==> src/fnote_pkg.sv <==
// ----------------------------------------------------------------------------
// fnote_pkg: shared types, constants and pitch table
// Word types for both channels, the configuration register codes, the
// octave-8 pitch table and the note pitch function.
// ----------------------------------------------------------------------------
`timescale 1ns / 1ps

package fnote_pkg;

  localparam int MEAS_W  = 24;
  localparam int FREQ_W  = 28;
  localparam int PITCH_W = 20;
  localparam int QUOT_W  = 15;
  localparam int REM_W   = QUOT_W + PITCH_W;
  localparam int NUM_W   = FREQ_W + 14;
  localparam int LEVEL_W = 15;
  localparam int NOTES   = 108;
  localparam int OCTS    = 9;
  localparam int SEMIS   = 12;
  localparam int CFG_INDEX_W = 2;

  localparam logic [LEVEL_W-1:0] LEVEL_ONE_RESET   = 15'd50;
  localparam logic [LEVEL_W-1:0] LEVEL_TWO_RESET   = 15'd100;
  localparam logic [LEVEL_W-1:0] LEVEL_THREE_RESET = 15'd200;
  localparam logic [15:0]        MIS_MAX           = 16'd32767;

  typedef enum logic [CFG_INDEX_W-1:0] {
    CFG_MARK_ONE   = 2'd0,
    CFG_MARK_TWO   = 2'd1,
    CFG_MARK_THREE = 2'd2
  } cfg_index_t;

  typedef struct packed {
    logic [MEAS_W-1:0] measured_frequency;
    logic              tenths_mode;
  } meas_word_t;

  typedef struct packed {
    logic [FREQ_W-1:0]  scaled_frequency;
    logic [3:0]         octave;
    logic [3:0]         note_in_octave;
    logic [PITCH_W-1:0] matched_pitch;
    logic signed [15:0] mismatch;
    logic               sharp;
    logic [1:0]         mark_count;
  } note_word_t;

  // Fields that ride along beside the divider.
  typedef struct packed {
    logic [FREQ_W-1:0]  scaled;
    logic [3:0]         octave;
    logic [3:0]         semi;
    logic [PITCH_W-1:0] pitch;
    logic               neg;
    logic               sat;
  } side_t;

  function automatic logic [PITCH_W-1:0] top_pitch(input logic [3:0] semi);
    logic [PITCH_W-1:0] p;
    case (semi)
      4'd0:    p = 20'd418601;
      4'd1:    p = 20'd443492;
      4'd2:    p = 20'd469864;
      4'd3:    p = 20'd497803;
      4'd4:    p = 20'd527404;
      4'd5:    p = 20'd558765;
      4'd6:    p = 20'd591991;
      4'd7:    p = 20'd627193;
      4'd8:    p = 20'd664488;
      4'd9:    p = 20'd704000;
      4'd10:   p = 20'd745862;
      4'd11:   p = 20'd790213;
      default: p = 20'd790213;
    endcase
    return p;
  endfunction

  // Pitch of a note in hundredths of a hertz; octave is 0 to 8.
  function automatic logic [PITCH_W-1:0] pitch_of(input logic [3:0] octave,
                                                  input logic [3:0] semi);
    logic [3:0] sh;
    sh = 4'd8 - octave;
    return top_pitch(semi) >> sh;
  endfunction

endpackage

==> src/frequency_to_musical_note.sv <==
// ----------------------------------------------------------------------------
// frequency_to_musical_note: nearest equal-tempered note for a frequency
// Each measurement word is scaled to hundredths of a hertz (times ten in
// tenths mode) and matched to the nearest of the 108 notes C0 to B8; a tie
// between two notes goes to the lower one. The result word gives the octave,
// the note within the octave, the note's table pitch, the signed deviation in
// basis points (truncated toward zero, held at 32767 at the top), a sharp
// flag and a count of 0 to 3 deviation marks set by three threshold
// registers. The block takes one word every cycle while meas_stall is low
// and returns each result through six stages of scaling, note search, nearest
// choice, deviation product and range check, fifteen divider stages that
// each settle one quotient bit, and one output register. Every stage holds
// its word under stall and fills a bubble in front of it, so the input keeps
// moving while a result waits at the output until the pipeline is full.
// Threshold registers are written through the configuration channel, which
// is always ready; an index beyond the third register is ignored.
// ----------------------------------------------------------------------------
`timescale 1ns / 1ps

module frequency_to_musical_note import fnote_pkg::*; (
  input  logic                   clk,
  input  logic                   rst,
  input  logic                   meas_valid,
  output logic                   meas_stall,
  input  meas_word_t             meas,
  output logic                   note_valid,
  input  logic                   note_stall,
  output note_word_t             note,
  input  logic                   cfg_valid,
  output logic                   cfg_ready,
  input  logic [CFG_INDEX_W-1:0] cfg_index,
  input  logic [LEVEL_W-1:0]     cfg_data
);

  // Threshold registers.
  logic [LEVEL_W-1:0] level_one, level_two, level_three;

  assign cfg_ready = 1'b1;

  always_ff @(posedge clk) begin
    if (rst) begin
      level_one   <= LEVEL_ONE_RESET;
      level_two   <= LEVEL_TWO_RESET;
      level_three <= LEVEL_THREE_RESET;
    end else if (cfg_valid && cfg_ready) begin
      case (cfg_index)
        CFG_MARK_ONE:   level_one   <= cfg_data;
        CFG_MARK_TWO:   level_two   <= cfg_data;
        CFG_MARK_THREE: level_three <= cfg_data;
        default:        ;
      endcase
    end
  end

  // Stage valid bits and the advance chain. A stage loads when it is empty
  // or when the stage after it is loading.
  logic v1, v2, v3, v4, v5, v6;
  logic go1, go2, go3, go4, go5, go6, go_out;
  logic div_stall, div_valid;

  assign go_out = !note_valid || !note_stall;
  assign go6    = !v6 || !div_stall;
  assign go5    = !v5 || go6;
  assign go4    = !v4 || go5;
  assign go3    = !v3 || go4;
  assign go2    = !v2 || go3;
  assign go1    = !v1 || go2;
  assign meas_stall = !go1;

  always_ff @(posedge clk) begin
    if (rst) begin
      v1 <= 1'b0;
      v2 <= 1'b0;
      v3 <= 1'b0;
      v4 <= 1'b0;
      v5 <= 1'b0;
      v6 <= 1'b0;
    end else begin
      if (go1) begin
        v1 <= meas_valid;
      end
      if (go2) begin
        v2 <= v1;
      end
      if (go3) begin
        v3 <= v2;
      end
      if (go4) begin
        v4 <= v3;
      end
      if (go5) begin
        v5 <= v4;
      end
      if (go6) begin
        v6 <= v5;
      end
    end
  end

  // Stage 1: scale to hundredths of a hertz; times ten is 8x plus 2x.
  logic [FREQ_W-1:0] f1, scaled_next;
  logic [FREQ_W-1:0] meas_wide;

  assign meas_wide   = {{(FREQ_W-MEAS_W){1'b0}}, meas.measured_frequency};
  assign scaled_next = meas.tenths_mode ? (meas_wide << 3) + (meas_wide << 1)
                                        : meas_wide;

  always_ff @(posedge clk) begin
    if (go1) begin
      f1 <= scaled_next;
    end
  end

  // Stage 2: compare the frequency against every note pitch. The pitches
  // rise with the note number, so the result is a thermometer code.
  logic [NOTES-1:0]  gt2, gt_next;
  logic [FREQ_W-1:0] f2;

  always_comb begin
    for (int n = 0; n < NOTES; n++) begin
      gt_next[n] = f1 > {{(FREQ_W-PITCH_W){1'b0}},
                         pitch_of(4'(n / SEMIS), 4'(n % SEMIS))};
    end
  end

  always_ff @(posedge clk) begin
    if (go2) begin
      gt2 <= gt_next;
      f2  <= f1;
    end
  end

  // Stage 3: the lower note is the last one below the frequency. Its octave
  // is the last octave whose C is below; its semitone is the count of
  // notes below within that octave, less one.
  logic [3:0]        lo_oct3, lo_semi3, oct_next, semi_next;
  logic              found3;
  logic [FREQ_W-1:0] f3;
  logic [SEMIS-1:0]  row;
  logic [3:0]        row_count;

  always_comb begin
    oct_next  = '0;
    row       = '0;
    row_count = '0;
    for (int k = 0; k < OCTS; k++) begin
      if (gt2[k*SEMIS]) begin
        oct_next = 4'(k);
        row      = gt2[k*SEMIS +: SEMIS];
      end
    end
    for (int s = 0; s < SEMIS; s++) begin
      row_count = row_count + {3'b0, row[s]};
    end
    semi_next = gt2[0] ? row_count - 4'd1 : 4'd0;
  end

  always_ff @(posedge clk) begin
    if (go3) begin
      lo_oct3  <= oct_next;
      lo_semi3 <= semi_next;
      found3   <= gt2[0];
      f3       <= f2;
    end
  end

  // Stage 4: pick the nearer of the lower note and the one above it. At or
  // below C0 both are C0; above B8 the upper note stays at B8.
  logic [3:0]         up_oct, up_semi;
  logic [PITCH_W-1:0] p_lo, p_up;
  logic [FREQ_W-1:0]  below, above;
  logic               take_up;
  logic [3:0]         oct4, semi4;
  logic [PITCH_W-1:0] p4;
  logic [FREQ_W-1:0]  f4;

  always_comb begin
    if (!found3) begin
      up_oct  = lo_oct3;
      up_semi = lo_semi3;
    end else if (lo_semi3 == 4'd11) begin
      if (lo_oct3 == 4'd8) begin
        up_oct  = lo_oct3;
        up_semi = lo_semi3;
      end else begin
        up_oct  = lo_oct3 + 4'd1;
        up_semi = 4'd0;
      end
    end else begin
      up_oct  = lo_oct3;
      up_semi = lo_semi3 + 4'd1;
    end
    p_lo    = pitch_of(lo_oct3, lo_semi3);
    p_up    = pitch_of(up_oct, up_semi);
    below   = f3 - {{(FREQ_W-PITCH_W){1'b0}}, p_lo};
    above   = {{(FREQ_W-PITCH_W){1'b0}}, p_up} - f3;
    take_up = ((up_oct != lo_oct3) || (up_semi != lo_semi3)) && (below > above);
  end

  always_ff @(posedge clk) begin
    if (go4) begin
      oct4  <= take_up ? up_oct : lo_oct3;
      semi4 <= take_up ? up_semi : lo_semi3;
      p4    <= take_up ? p_up : p_lo;
      f4    <= f3;
    end
  end

  // Stage 5: magnitude of the deviation times ten thousand, and its sign.
  logic [FREQ_W-1:0] p4_wide, dev_mag;
  logic              dev_neg;
  logic [NUM_W-1:0]  num5;
  side_t             side5;

  assign p4_wide = {{(FREQ_W-PITCH_W){1'b0}}, p4};
  assign dev_neg = f4 < p4_wide;
  assign dev_mag = dev_neg ? p4_wide - f4 : f4 - p4_wide;

  always_ff @(posedge clk) begin
    if (go5) begin
      num5         <= {{(NUM_W-FREQ_W){1'b0}}, dev_mag} * NUM_W'(10000);
      side5.scaled <= f4;
      side5.octave <= oct4;
      side5.semi   <= semi4;
      side5.pitch  <= p4;
      side5.neg    <= dev_neg;
      side5.sat    <= 1'b0;
    end
  end

  // Stage 6: a quotient of 32768 or more saturates; otherwise the product is
  // below pitch times 2^15 and fits the divider's remainder.
  logic [NUM_W-1:0] sat_limit;
  logic [REM_W-1:0] rem6;
  side_t            side6, side6_next;

  assign sat_limit = {{(NUM_W-REM_W){1'b0}}, side5.pitch, {QUOT_W{1'b0}}};

  always_comb begin
    side6_next     = side5;
    side6_next.sat = num5 >= sat_limit;
  end

  always_ff @(posedge clk) begin
    if (go6) begin
      rem6  <= num5[REM_W-1:0];
      side6 <= side6_next;
    end
  end

  // Divider: fifteen stages, one quotient bit each.
  side_t             div_side;
  logic [QUOT_W-1:0] div_quot;

  fnote_div u_div (
    .clk      (clk),
    .rst      (rst),
    .up_valid (v6),
    .up_stall (div_stall),
    .up_side  (side6),
    .up_rem   (rem6),
    .dn_valid (div_valid),
    .dn_stall (!go_out),
    .dn_side  (div_side),
    .dn_quot  (div_quot)
  );

  // Output stage: sign, saturation and deviation marks.
  logic [15:0]        mag;
  logic signed [15:0] mis;
  logic [1:0]         marks;

  always_comb begin
    mag = div_side.sat ? MIS_MAX : {1'b0, div_quot};
    mis = div_side.neg ? -$signed(mag) : $signed(mag);
    if (mag > {1'b0, level_three}) begin
      marks = 2'd3;
    end else if (mag > {1'b0, level_two}) begin
      marks = 2'd2;
    end else if (mag > {1'b0, level_one}) begin
      marks = 2'd1;
    end else begin
      marks = 2'd0;
    end
  end

  always_ff @(posedge clk) begin
    if (rst) begin
      note_valid <= 1'b0;
    end else if (go_out) begin
      note_valid <= div_valid;
    end
  end

  always_ff @(posedge clk) begin
    if (go_out) begin
      note.scaled_frequency <= div_side.scaled;
      note.octave           <= div_side.octave;
      note.note_in_octave   <= div_side.semi;
      note.matched_pitch    <= div_side.pitch;
      note.mismatch         <= mis;
      note.sharp            <= !div_side.neg && (mag != 16'd0);
      note.mark_count       <= marks;
    end
  end

  // The reported pitch is the table pitch of the reported note.
  a_pitch_matches_note: assert property (@(posedge clk) disable iff (rst)
    note_valid |-> note.matched_pitch == pitch_of(note.octave, note.note_in_octave))
    else $error("matched pitch does not belong to the reported note");

  // Sharp is set exactly when the deviation is positive.
  a_sharp_sign: assert property (@(posedge clk) disable iff (rst)
    note_valid |-> note.sharp == (note.mismatch > 16'sd0))
    else $error("sharp flag disagrees with deviation sign");

  // A negative deviation means the frequency lies below the matched pitch.
  a_flat_below: assert property (@(posedge clk) disable iff (rst)
    (note_valid && note.mismatch < 16'sd0) |->
      note.scaled_frequency < {{(FREQ_W-PITCH_W){1'b0}}, note.matched_pitch})
    else $error("negative deviation above the matched pitch");

endmodule

==> src/fnote_div.sv <==
// ----------------------------------------------------------------------------
// fnote_div: pipelined restoring divider
// One quotient bit per stage, most significant first, with the side fields
// carried beside the remainder. Each stage holds its word until taken.
// ----------------------------------------------------------------------------
`timescale 1ns / 1ps

module fnote_div import fnote_pkg::*; (
  input  logic              clk,
  input  logic              rst,
  input  logic              up_valid,
  output logic              up_stall,
  input  side_t             up_side,
  input  logic [REM_W-1:0]  up_rem,
  output logic              dn_valid,
  input  logic              dn_stall,
  output side_t             dn_side,
  output logic [QUOT_W-1:0] dn_quot
);

  logic              v    [QUOT_W];
  logic [REM_W-1:0]  rem  [QUOT_W];
  logic [QUOT_W-1:0] quot [QUOT_W];
  side_t             side [QUOT_W];
  logic [QUOT_W:0]   go;

  always_comb begin
    go[QUOT_W] = !dn_stall;
    for (int k = QUOT_W - 1; k >= 0; k--) begin
      go[k] = !v[k] || go[k+1];
    end
  end

  assign up_stall = !go[0];

  for (genvar k = 0; k < QUOT_W; k++) begin : g_stage
    localparam int B = QUOT_W - 1 - k;
    logic              src_v;
    logic [REM_W-1:0]  src_rem;
    logic [QUOT_W-1:0] src_quot;
    side_t             src_side;
    logic [REM_W-1:0]  dvs;
    logic              fit;

    if (k == 0) begin : g_first
      assign src_v    = up_valid;
      assign src_rem  = up_rem;
      assign src_quot = '0;
      assign src_side = up_side;
    end else begin : g_next
      assign src_v    = v[k-1];
      assign src_rem  = rem[k-1];
      assign src_quot = quot[k-1];
      assign src_side = side[k-1];
    end

    assign dvs = {{QUOT_W{1'b0}}, src_side.pitch} << B;
    assign fit = src_rem >= dvs;

    always_ff @(posedge clk) begin
      if (rst) begin
        v[k] <= 1'b0;
      end else if (go[k+1] || !v[k]) begin
        v[k] <= src_v;
      end
    end

    always_ff @(posedge clk) begin
      if (go[k+1] || !v[k]) begin
        rem[k]  <= fit ? src_rem - dvs : src_rem;
        quot[k] <= {src_quot[QUOT_W-2:0], fit};
        side[k] <= src_side;
      end
    end
  end

  assign dn_valid = v[QUOT_W-1];
  assign dn_side  = side[QUOT_W-1];
  assign dn_quot  = quot[QUOT_W-1];

endmodule

==> config.mk <==
export PLATFORM = sky130hd
export DESIGN_NAME = frequency_to_musical_note
export DESIGN_NICKNAME = d
export VERILOG_FILES = /design/src/fnote_pkg.sv /design/src/frequency_to_musical_note.sv /design/src/fnote_div.sv
export SDC_FILE = /design/constraint.sdc
export NUM_CORES = 2
export LEC_CHECK = 0
export BUFFER_PORTS_ARGS = -buffer_cell sky130_fd_sc_hd__buf_2
export CORE_UTILIZATION = 60
export DETAILED_ROUTE_END_ITERATION = 8
export GPL_TIMING_DRIVEN = 0
export PLACE_DENSITY = 0.76
export SYNTH_ARGS = -nofsm -noshare
export SYNTH_HDL_FRONTEND = slang
export SYNTH_SLANG_ARGS = --single-unit
==> constraint.sdc <==
create_clock -name clk -period 23.1 [get_ports clk]
set_clock_uncertainty 0.15 [all_clocks]
set_input_delay 1.155 -clock clk [delete_from_list [all_inputs] [get_ports clk]]
set_output_delay 1.155 -clock clk [all_outputs]
set_load 0.02 [all_outputs]
==> summary.md <==
| Metric | Value |
|---|---|
| Rel. slew slack | `0.0341` |
| Cell at the slowest stage of the critical path | `a2111oi_0` |
| Final HPWL DP | `roughly 220,000 µm` |
| Final TNS setup | `0 ns` |
| Die Width | `approximately 420 µm` |
| Layout cells sized above 1 | `0.0802` |
| PnR worst setup slack | `12.07 ns` |
| Reg2Reg Depth | `38` |
| Max Fanout on Critical Path | `11` |
| Setup bufs post-CTS | `0` |
| Drt first-iter violations | `approximately 7,400` |
| Synth cell types | `approximately 120` |
| Ranking of synthesized cells by area | `edfxtp_1 (57%), ha_1 (7.6%), a21oi_1 (2.9%)` |
| DP Area | `between 0.1 and 0.15 mm²` |
| Worst-case clock buffer depth | `3` |
| TritonCTS Buffers | `between 150 and 200` |
| Die extent in y | `roughly 420 µm` |
| CP bufs+invs | `8` |
| Total gr overflow | `0` |
| Most frequent cells in the layout | `edfxtp_1 (1,961), inv_1 (732), nand2_1 (661)` |
| Critical Path Most Common Cell | `clkbuf_1` |
| Max_cap viols | `0` |
| Highest clock rate | `between 0.09 and 0.1 GHz` |
| Clk Latency, worst-skew pair | `slightly below 0.9 ns` |
| Htree depth | `4` |
| Clock Sinks | `~2,000` |
| First-pass GRT wire length | `~430,000 µm` |
| DR vias | `around 71,000` |
| Cell Area, Synth | `slightly above 0.1 mm²` |
| Pin count of the biggest net entering global routing | `just over 80` |
| Drt drc | `0` |
| Post-synth ARST share | `0` |
| Setup crit end kind | `flop` |
| Via-to-Cell Ratio | `~6.3` |
| CP startpoint kind | `flop` |
| Detailed Routing Iterations Pass 1 | `7` |
| R2r setup slk | `between 10 and 15 ns` |
| Post-detailed-route wirelength per cell | `roughly 26 µm` |
| Post-synth EDFFs | `1,961` |
| Syn Inst Count | `about 8,600` |
| Port bufs | `about 120` |
| Worst Hold Class | `reg -> reg` |
| Syn_nets | `9,336` |
| Post-Route WL | `between 200,000 and 300,000 µm` |
| Pre-CTS WS | `12.39 ns` |
| Mean Syn Cell Area | `12.0 µm²` |
| CTS Hold Bufs | `0` |
| RSZ-0062 raised after global routing | `false` |
| Std cell rows | `~150` |
| Worst-margin pin slew | `1.43 ns` |
| Area Growth Syn to Fin | `10.3%` |
| Synth top area share | `0.571` |
| CP required | `about 24 ns` |
| Top delay family on crit path | `compound AO/OA/AOI/OAI gates` |
| Slew Viols, Final | `0` |
| Fill cells | `around 12,000` |
| CTS tree | `built` |
| Placer Congestion | `1.01` |
| CP peak stage delay | `roughly 0.65 ns` |
| Die area | `between 0.15 and 0.2 mm²` |
| Seq/Total Area, Yosys | `0.585` |
| Worst r2r src | `lo_oct3[0]` |
| Post_cts resized | `0` |
| Period utilisation layout | `0.477` |
| Synth Warn # | `0` |
| Stages on worst setup path | `38` |
| Most common cell after layout, fill and taps aside | `edfxtp_1` |
| WS Path Type | `reg -> reg` |
| Final Cell Area | `roughly 0.11 mm²` |
| Final hold vios | `0` |
| Initial antenna violation count | `22` |
| Starting density of the core | `0.606` |
| Fin crit period | `around 11 ns` |
| Routed Antenna Nets | `0` |
| Post-synthesis register bit count | `2,033` |
| Final setup viols | `0` |
| Nets | `around 9,700` |
| Post-layout util | `0.668` |
| Status | `complete, no violations` |
| Clock-pin slew on the worst setup and hold paths | `approximately 0.06 ns` |
| Boundary Pins | `~130` |
| Core Box Area | `0.170 mm²` |
| Root buf cell | `clkbuf_16` |
| Synth area leader | `edfxtp_1` |
| Total track usage | `0.335` |
| Vias in the first global route | `70,035` |
| Crit path to | `p4[5]` |
| Reg-to-reg endpoint | `p4[5]` |
| Crit path launch | `lo_oct3[0]` |
| Synth Flop Type | `edfxtp_1` |
| Critical Path AT | `~11 ns` |
## area by class of cell
cell class / count / area (µm²) / area share
Clock buffer: 240 / 5110 / 0.0450
Buffer: 247 / 1000 / 0.00880
Timing Repair Buffer: 144 / 1180 / 0.0104
Inverter: 749 / 2840 / 0.0250
Tap cell: 2218 / 2780 / 0.0244
Antenna cell: 7 / 17.5 / 0.000154
Clock inverter: 117 / 1390 / 0.0122
Sequential cell: 2033 / 60300 / 0.531
Multi-Input combinational cell: 5538 / 39000 / 0.343
## sequential cells by signal (all words and copies together), names as in the netlist, 31 cells and up, named ones only
name and count:
u_div.quot 120, gt2 108, num5 38, u_div.rem 440
u_div.side 870, side6 58, side5 37, note 75
rem6 31
## worst register-to-register path: cells and delay by family, from the launching register on
family,cells,cell delay (ns)
compound gates,15,3.81
xor+xnor,1,0.08
flops,1,0.42
simple gates,8,1.70
mux,2,0.69
fa+ha+maj,4,1.25
buf+inv,8,2.70
## Yosys cell counts (82+ instances only)
cell      instances
clkbuf_1        191
nand3_1         150
o21a_1          101
xnor2_1         271
nand2_1         669
nor2_1          539
edfxtp_1       1961
nor2b_1         101
nor3_1          171
o21ai_0         449
nor4_1           82
ha_1            625
fa_1             97
mux2_2          115
inv_1           742
nand2b_1        130
a21o_1          183
xor2_1          193
a21oi_1         587
## logic make-up after synthesis
| kind of cell | count (synthesis) | synth area share |
|---|---|---|
| buffers and inverters | 996 | 0.0370 |
| AND/OR/NAND/NOR | 2260 | 0.107 |
| AO/OA/AOI/OAI | 1910 | 0.117 |
| adder cells (fa/ha/maj) | 722 | 0.0947 |
| multiplexers | 180 | 0.0191 |
| other | 1 | 0.0000364 |
| flip-flops | 2033 | 0.585 |
| XOR/XNOR | 465 | 0.0396 |
## how the worst min path moves through the flow
stage | cells past startpoint | to | slack (ns) | from
3_5_place_dp | 0 | note[34] | 0.25 | u_div.side[7][17]
4_1_cts | 0 | u_div.side[3][34] | 0.24 | u_div.side[2][92]
3_3_place_gp | 0 | u_div.side[1][110] | 0.25 | u_div.side[1][52]
5_1_grt | 0 | side5[28] | 0.25 | oct4[2]
6_report | 0 | note[49] | 0.24 | u_div.side[7][32]
2_1_floorplan | 0 | f3[0] | 0.25 | f2[0]
## metal layers
| metal | track usage | routed length (µm) | vias up |
|---|---|---|---|
| li1 | - | - | 32141 |
| met1 | 0.433 | 117000 | 34689 |
| met2 | 0.547 | 138000 | 3464 |
| met3 | 0.0638 | 23400 | 868 |
| met4 | 0.159 | 15300 | 12 |
| met5 | 0 | 89 | - |
## through the flow
stage	hold WS, ns	std cells
floorplan	0.250	8567
global placement	0.250	10906
detailed placement	0.255	10929
CTS	0.245	11286
global route	0.249	11286
finish	0.243	11293
Power is left out: the tool's default activity adds up to more than one toggle a clock period on the data nets, which glitch-free logic cannot reach.
